`config.mk`:
```
export PLATFORM = sky130hd
export DESIGN_NAME = pmi_ctrl
export DESIGN_NICKNAME = d
export VERILOG_FILES = /design/src/hdl/pmi_pkg.sv /design/src/hdl/pmi_ctrl.sv
export SDC_FILE = /design/constraint.sdc
export NUM_CORES = 1
export LEC_CHECK = 0
export CAP_MARGIN = 10
export CORE_AREA = 2 2 39 41
export DETAILED_ROUTE_END_ITERATION = 6
export DIE_AREA = 0 0 41 43
export DONT_BUFFER_PORTS = 1
export PLACE_DENSITY = 0.55
export REMOVE_ABC_BUFFERS = 1
export SLEW_MARGIN = 20
export SYNTH_ARGS = -nofsm -noshare
export SYNTH_HDL_FRONTEND = slang
export SYNTH_SLANG_ARGS = --single-unit
```
`constraint.sdc`:
```
create_clock -name clk -period 1.55 [get_ports clk]
set_input_delay 0.155 -clock clk [delete_from_list [all_inputs] [get_ports clk]]
set_output_delay 0.155 -clock clk [all_outputs]
set_load 0.02 [all_outputs]
```
`src/hdl/pmi_pkg.sv`:
```
`default_nettype none
package pmi_pkg;

  localparam int MAX_PROJ_WIDTH_DEF  = 4096;
  localparam int MAX_PROJ_HEIGHT_DEF = 1024;

  localparam int WIDTH_REG_W  = 13;
  localparam int HEIGHT_REG_W = 11;
  localparam int CFG_DATA_W   = 13;
  localparam int CFG_ADDR_W   = 1;

  localparam logic [CFG_ADDR_W-1:0] CFG_PROJ_WIDTH  = 1'd0;
  localparam logic [CFG_ADDR_W-1:0] CFG_PROJ_HEIGHT = 1'd1;

  localparam logic [WIDTH_REG_W-1:0]  WIDTH_RESET  = 13'd3072;
  localparam logic [HEIGHT_REG_W-1:0] HEIGHT_RESET = 11'd768;

  localparam int IN_DATA_W  = 72;
  localparam int OUT_DATA_W = 120;

  localparam int DIV_N_W   = 88;
  localparam int DIV_D_W   = 32;
  localparam int DIV_CNT_W = 7;
  localparam int SQ_W      = 64;
  localparam int SQ_CNT_W  = 6;

  localparam logic [15:0] COUNT_MAX  = 16'hFFFF;
  localparam logic [23:0] SPREAD_MAX = 24'hFFFFFF;

  typedef struct packed {
    logic [15:0] best_conf;
    logic [11:0] best_x;
    logic [11:0] best_y;
    logic [15:0] count;
    logic [27:0] sum_x;
    logic [27:0] sum_y;
    logic [39:0] sq_x;
    logic [39:0] sq_y;
  } entry_t;

  localparam int ENTRY_W = $bits(entry_t);

  typedef enum logic [3:0] {
    DP_NOP,
    DP_CLEAR,
    DP_LOAD,
    DP_ACC_WR,
    DP_MEAN_START,
    DP_MEAN_END,
    DP_MUL_LO,
    DP_MUL_HI,
    DP_VAR_START,
    DP_SQRT_START,
    DP_SPR_START,
    DP_SPR_END,
    DP_PUSH
  } dp_op_t;

  typedef enum logic [3:0] {
    ST_CLEAR,
    ST_IDLE,
    ST_ACC,
    ST_MEAN,
    ST_MEAN_WAIT,
    ST_MUL_LO,
    ST_MUL_HI,
    ST_VAR,
    ST_VAR_WAIT,
    ST_SQRT_WAIT,
    ST_SPR_WAIT,
    ST_PUSH
  } state_t;

  typedef struct packed {
    dp_op_t op;
    logic   axis;
  } dp_cmd_t;

  typedef struct packed {
    logic req_read;
    logic req_inside;
    logic clr_last;
    logic div_busy;
    logic sqrt_busy;
    logic out_full;
  } dp_status_t;

endpackage
`default_nettype wire

```
`src/hdl/pmi_ctrl.sv`:
```
`default_nettype none
module pmi_ctrl (
  input  wire logic                clk,
  input  wire logic                rst_n,
  input  wire logic                in_tvalid,
  output logic                     in_tready,
  input  wire pmi_pkg::dp_status_t status,
  output pmi_pkg::dp_cmd_t         cmd
);

  pmi_pkg::state_t state_r, state_nxt;
  logic            axis_r, axis_nxt;
  logic            accept;

  always_ff @(posedge clk) begin
    if (!rst_n) begin
      state_r <= pmi_pkg::ST_CLEAR;
      axis_r  <= 1'b0;
    end else begin
      state_r <= state_nxt;
      axis_r  <= axis_nxt;
    end
  end

  assign in_tready = (state_r == pmi_pkg::ST_IDLE);
  assign accept    = in_tvalid & in_tready;

  always_comb begin
    state_nxt = state_r;
    axis_nxt  = axis_r;
    cmd.op    = pmi_pkg::DP_NOP;
    cmd.axis  = axis_r;
    unique case (state_r)
      pmi_pkg::ST_CLEAR: begin
        cmd.op = pmi_pkg::DP_CLEAR;
        if (status.clr_last) state_nxt = pmi_pkg::ST_IDLE;
      end
      pmi_pkg::ST_IDLE: begin
        axis_nxt = 1'b0;
        if (accept) begin
          cmd.op = pmi_pkg::DP_LOAD;
          if (status.req_read) begin
            state_nxt = status.req_inside ? pmi_pkg::ST_MEAN : pmi_pkg::ST_PUSH;
          end else if (status.req_inside) begin
            state_nxt = pmi_pkg::ST_ACC;
          end
        end
      end
      pmi_pkg::ST_ACC: begin
        cmd.op    = pmi_pkg::DP_ACC_WR;
        state_nxt = pmi_pkg::ST_IDLE;
      end
      pmi_pkg::ST_MEAN: begin
        cmd.op    = pmi_pkg::DP_MEAN_START;
        state_nxt = pmi_pkg::ST_MEAN_WAIT;
      end
      pmi_pkg::ST_MEAN_WAIT: begin
        if (!status.div_busy) begin
          cmd.op    = pmi_pkg::DP_MEAN_END;
          state_nxt = pmi_pkg::ST_MUL_LO;
        end
      end
      pmi_pkg::ST_MUL_LO: begin
        cmd.op    = pmi_pkg::DP_MUL_LO;
        state_nxt = pmi_pkg::ST_MUL_HI;
      end
      pmi_pkg::ST_MUL_HI: begin
        cmd.op    = pmi_pkg::DP_MUL_HI;
        state_nxt = pmi_pkg::ST_VAR;
      end
      pmi_pkg::ST_VAR: begin
        cmd.op    = pmi_pkg::DP_VAR_START;
        state_nxt = pmi_pkg::ST_VAR_WAIT;
      end
      pmi_pkg::ST_VAR_WAIT: begin
        if (!status.div_busy) begin
          cmd.op    = pmi_pkg::DP_SQRT_START;
          state_nxt = pmi_pkg::ST_SQRT_WAIT;
        end
      end
      pmi_pkg::ST_SQRT_WAIT: begin
        if (!status.sqrt_busy) begin
          cmd.op    = pmi_pkg::DP_SPR_START;
          state_nxt = pmi_pkg::ST_SPR_WAIT;
        end
      end
      pmi_pkg::ST_SPR_WAIT: begin
        if (!status.div_busy) begin
          cmd.op = pmi_pkg::DP_SPR_END;
          if (axis_r) begin
            state_nxt = pmi_pkg::ST_PUSH;
          end else begin
            axis_nxt  = 1'b1;
            state_nxt = pmi_pkg::ST_MEAN;
          end
        end
      end
      pmi_pkg::ST_PUSH: begin
        if (!status.out_full) begin
          cmd.op    = pmi_pkg::DP_PUSH;
          state_nxt = pmi_pkg::ST_IDLE;
        end
      end
      default: begin
        state_nxt = pmi_pkg::ST_IDLE;
      end
    endcase
  end

endmodule
`default_nettype wire

```
==> impl_results.html <==
<table>
<tr><th>Metric</th><th>Value</th></tr>
<tr><th colspan="2">Route</th></tr>
<tr><td>Count of nets left with antenna violations after detail routing</td><td>0</td></tr>
<tr><td>First-pass detailed-route iteration total</td><td>4</td></tr>
<tr><td>Average via count per standard cell</td><td>slightly below 6</td></tr>
<tr><td>Via count</td><td>573</td></tr>
<tr><td>Number of DRC markers in iteration 0</td><td>15</td></tr>
<tr><td>DRC violation count after routing</td><td>0</td></tr>
<tr><td>Sum of routed wire length over all layers</td><td>~1.4 mm</td></tr>
<tr><td>Average routed wire per standard cell</td><td>~15 um</td></tr>
<tr><th colspan="2">Critical path</th></tr>
<tr><td>Worst setup slack for register-to-register paths</td><td>approximately 0.20 ns</td></tr>
<tr><td>Startpoint class of the critical path</td><td>flop</td></tr>
<tr><td>Kind of capture point of the worst setup path</td><td>output pin</td></tr>
<tr><td>Worst path depth</td><td>4</td></tr>
<tr><td>Cell chain of the critical path</td><td>buf_4 &gt; or3_4 &gt; nor2_4 &gt; buf_6</td></tr>
<tr><td>Cell with the largest stage delay on the worst path</td><td>sky130_fd_sc_hd__or3_4</td></tr>
<tr><td>Buf+Inv Stages, Crit Path</td><td>2</td></tr>
<tr><td>Maximum fanout along the worst path</td><td>7</td></tr>
<tr><td>Critical path class</td><td>flop to output pin</td></tr>
<tr><td>Kind of cell with the highest combined delay on the critical path</td><td>simple AND/OR/NAND/NOR gates</td></tr>
<tr><td>Worst EP arrival</td><td>1.38 ns</td></tr>
<tr><td>Worst Reg2Reg Path Length in Cells</td><td>5</td></tr>
<tr><td>Required arrival time at the worst endpoint</td><td>~1.4 ns</td></tr>
<tr><td>Max incr delay on CP</td><td>0.40 ns</td></tr>
<tr><th colspan="2">STA</th></tr>
<tr><td>Fmax</td><td>about 650 MHz</td></tr>
<tr><td>Final Worst Setup Slack</td><td>~0.013 ns</td></tr>
<tr><td>Worst-margin pin slew</td><td>0.3318 ns</td></tr>
<tr><td>Hold Violations, Final</td><td>0</td></tr>
<tr><td>Final count of negative-setup-slack endpoints</td><td>0</td></tr>
<tr><td>Setup repair after global routing missed its margin</td><td>true</td></tr>
<tr><td>Period utilisation layout</td><td>slightly below 100%</td></tr>
<tr><td>Worst rel slew slack</td><td>77.85%</td></tr>
<tr><td>Number of slew-limit violations in the final report</td><td>0</td></tr>
<tr><td>Max Clock Skew</td><td>approximately 0.013 ns</td></tr>
<tr><td>Clock period minus final worst setup slack</td><td>about 1.5 ns</td></tr>
<tr><th colspan="2">Run status</th></tr>
<tr><td>Result of the run</td><td>complete, no violations</td></tr>
<tr><th colspan="2">Synth</th></tr>
<tr><td>Synthesized cell area</td><td>between 500 and 600 um2</td></tr>
<tr><td>Share of cell area taken by muxes after synthesis</td><td>approximately 4.6%</td></tr>
<tr><td>Share of synthesized cell area in full adder, half adder and majority cells</td><td>0%</td></tr>
<tr><td>Register bit count reported by yosys</td><td>5</td></tr>
<tr><td>Post-synthesis async set-or-reset flop share</td><td>0%</td></tr>
<tr><td>Post-synthesis sequential area ratio</td><td>between 15 and 20%</td></tr>
<tr><td>Parity-gate share of the synthesized area counting xor and xnor cells</td><td>3.226%</td></tr>
<tr><td>Number of synthesized flops with an enable pin</td><td>0</td></tr>
<tr><td>Simple-gate share of the synthesized area</td><td>a little under a quarter</td></tr>
<tr><td>Count of warnings emitted by yosys</td><td>0</td></tr>
<tr><td>Most common flop cell mapped by yosys</td><td>sky130_fd_sc_hd__dfxtp_1</td></tr>
<tr><td>Combinational family with the most area after synthesis</td><td>compound AO/OA/AOI/OAI gates</td></tr>
<tr><td>Number of instances in the synthesized netlist</td><td>72</td></tr>
<tr><td>Mean instance size in the synthesized netlist</td><td>about 7.5 um2</td></tr>
<tr><td>Synthesized-area fraction occupied by ao, oa, aoi and oai cells</td><td>approximately two fifths</td></tr>
<tr><td>Cell variety after synth</td><td>36</td></tr>
<tr><th colspan="2">Clocking</th></tr>
<tr><td>CTS root buf</td><td>sky130_fd_sc_hd__clkbuf_4</td></tr>
<tr><td>TritonCTS clock tree</td><td>done</td></tr>
<tr><td>Register clock-pin slew on the reported worst setup and hold paths</td><td>about 0.05 ns</td></tr>
<tr><td>Buffer levels on the longest clock path</td><td>2</td></tr>
<tr><td>H-Tree Level Count</td><td>1</td></tr>
<tr><td>Post-CTS setup buffer count</td><td>0</td></tr>
<tr><td>Clock Sinks</td><td>5</td></tr>
<tr><td>Number of buffers inserted during clock tree synthesis</td><td>3</td></tr>
<tr><td>Later-pin clock latency in the skew report</td><td>0.26 ns</td></tr>
<tr><th colspan="2">Pwr</th></tr>
<tr><td>Switching power total</td><td>159.5 uW</td></tr>
<tr><td>Switching power share of the total</td><td>between 30% and 40%</td></tr>
<tr><td>Power density over cell area</td><td>656.9 nW/um2</td></tr>
<tr><td>Internal Power</td><td>around 300 uW</td></tr>
<tr><td>Total power after layout</td><td>between 400 and 500 uW</td></tr>
<tr><td>Part of the total power dissipated in combinational logic</td><td>33.0%</td></tr>
<tr><td>Static Leak</td><td>about 0.00026 uW</td></tr>
<tr><td>Reg power frac</td><td>30.4%</td></tr>
<tr><td>Portion of total power attributed to the clock network</td><td>36.6%</td></tr>
<tr><td>Maximum resistive drop on vdd</td><td>a little over 0.5 mV</td></tr>
<tr><th colspan="2">Floorplanning</th></tr>
<tr><td>Standard cell core area</td><td>around 1400 um2</td></tr>
<tr><td>IO Pins</td><td>15</td></tr>
<tr><td>Std cell rows</td><td>14</td></tr>
<tr><td>Height of the die</td><td>around 43 um</td></tr>
<tr><td>Die width</td><td>a little over 40 um</td></tr>
<tr><td>Die area</td><td>1763 um2</td></tr>
<tr><td>Starting density of the core</td><td>39.24%</td></tr>
<tr><th colspan="2">Final layout</th></tr>
<tr><td>Most common cell after layout, fill and taps aside</td><td>sky130_fd_sc_hd__buf_4</td></tr>
<tr><td>Fraction of final layout cells sized beyond drive strength 1</td><td>40.00%</td></tr>
<tr><td>Antenna diode count</td><td>0</td></tr>
<tr><td>Commonest cells after routing, fill and taps aside</td><td>sky130_fd_sc_hd__buf_4, sky130_fd_sc_hd__nand2_1, sky130_fd_sc_hd__a21oi_1, sky130_fd_sc_hd__o21ai_0, sky130_fd_sc_hd__buf_6</td></tr>
<tr><td>Layout-stage area growth over the synthesis result</td><td>27.88%</td></tr>
<tr><td>Number of nets in the layout</td><td>90</td></tr>
<tr><th colspan="2">Placed design</th></tr>
<tr><td>Global placer's final weighted congestion</td><td>0.8029</td></tr>
<tr><td>Half-perimeter wire length of the detailed placement result</td><td>just over 1 mm</td></tr>
<tr><td>I/O Buffers</td><td>0</td></tr>
<tr><td>Worst setup timing slack at the placement stage</td><td>roughly 0.19 ns</td></tr>
<tr><th colspan="2">GRT</th></tr>
<tr><td>Initial antenna violation count</td><td>0</td></tr>
<tr><td>Global routing usage summed across all routing layers</td><td>roughly a fifth</td></tr>
<tr><td>Maximum number of pins on one net before global-route repair</td><td>16</td></tr>
<tr><td>Number of global-route vias before repair</td><td>~510</td></tr>
<tr><td>Wire length of the first global-routing pass</td><td>approximately 2.3 mm</td></tr>
<tr><td>Overflow after GRT</td><td>0</td></tr>
<tr><th colspan="2">Job</th></tr>
<tr><td>Maximum capacitance violations</td><td>0</td></tr>
<tr><th colspan="2">Min path</th></tr>
<tr><td>Number of stages on the worst hold path</td><td>1</td></tr>
<tr><td>Hold Path Class</td><td>input pin to flop</td></tr>
</table>
==> per-layer routing <==
| metal | share of wire [%] | GRT usage, % | vias to the layer above |
|---|---|---|---|
| li1 | - | - | 285 |
| met1 | 44 | 27.92 | 269 |
| met2 | 48 | 25.94 | 16 |
| met5 | 0 | 0 | - |
| met3 | 5.8 | 5.236 | 3 |
| met4 | 1.7 | 10.00 | 0 |
==> power groups by stage <==
| stage | clock [uW] | combinational, uW | sequential (uW) |
|---|---|---|---|
| 2_1_floorplan | 0 | 75.8 | 156 |
| 3_3_place_gp | 0 | 132 | 143 |
| 3_5_place_dp | 0 | 132 | 143 |
| 4_1_cts | 167 | 133 | 141 |
| 5_1_grt | 174 | 162 | 140 |
| 6_report | 167 | 151 | 139 |
==> area by class of cell <==
class,instances,area [um2]
Inverter,3,11.26
Tap cell,16,20.02
Multi-Input combinational cell,57,427.9
Fill cell,140,689.4
Timing Repair Buffer,11,97.59
Sequential cell,5,111.4
Clock buffer,4,26.28
==> per-stage QoR <==
stage	instances	TNS [ns]	area [um2]	hold WS [ns]	util (%)
2_1_floorplan	65	-0.1015	500.5	0.2767	-
3_3_place_gp	92	0	603.1	0.2820	43.58
3_5_place_dp	92	0	603.1	0.2825	43.58
4_1_cts	96	0	635.6	0.01487	45.93
5_1_grt	96	-0.09947	694.4	0.01846	50.18
6_report	96	0	694.4	0.01316	50.18
==> worst register-to-register path: stages (launching register included) <==
cell	delay, ns
sky130_fd_sc_hd__dfxtp_4	0.36
sky130_fd_sc_hd__buf_4	0.15
sky130_fd_sc_hd__or3_4	0.40
sky130_fd_sc_hd__nor3_1	0.14
sky130_fd_sc_hd__a211o_1	0.12
sky130_fd_sc_hd__mux2i_1	0.06
==> cells in the mapped netlist, drive strengths merged (2+ instances only) <==
master,number,share of area [%]
buf,7,7.8
o21ai,7,6.5
nand2,6,4.1
dfxtp,5,18
nor2,5,3.5
a21oi,4,3.7
inv,3,2.1
nand2b,3,3.5
o31ai,3,5.1
a31oi,2,2.3
nand3,2,2.8
o211a,2,3.7
o211ai,2,2.8
o22ai,2,2.3
xor2,2,3.2
==> final timing paths <==
kind / to / from
min: state_r[3] / rst_n
max: in_tready / state_r[3]
min reg2reg: state_r[2] / state_r[3]
max reg2reg: state_r[1] / state_r[3]
==> kinds of logic (layout without fill, tap and decap cells) <==
| family | count (synthesis) | count (layout) |
|---|---|---|
| AOI/OAI and AO/OA | 30 | 30 |
| xor gates and xnor gates | 2 | 2 |
| buffers and inverters | 10 | 18 |
| DFF | 5 | 5 |
| muxes | 2 | 2 |
| and+or+nand+nor | 23 | 23 |
==> what timing repair did <==
item | in CTS | in global routing
pin swaps | 0 | 3
endpoints found under the hold margin | 0 | 0
endpoints found under the setup margin | 4 | 4
resized for setup | 4 | 17
hold buffers | 0 | 0
==> registers in the layout, indices dropped and copies added (netlist names) <==
signal,count
axis_r,1
state_r,4
(Power assumes the default switching activity.)
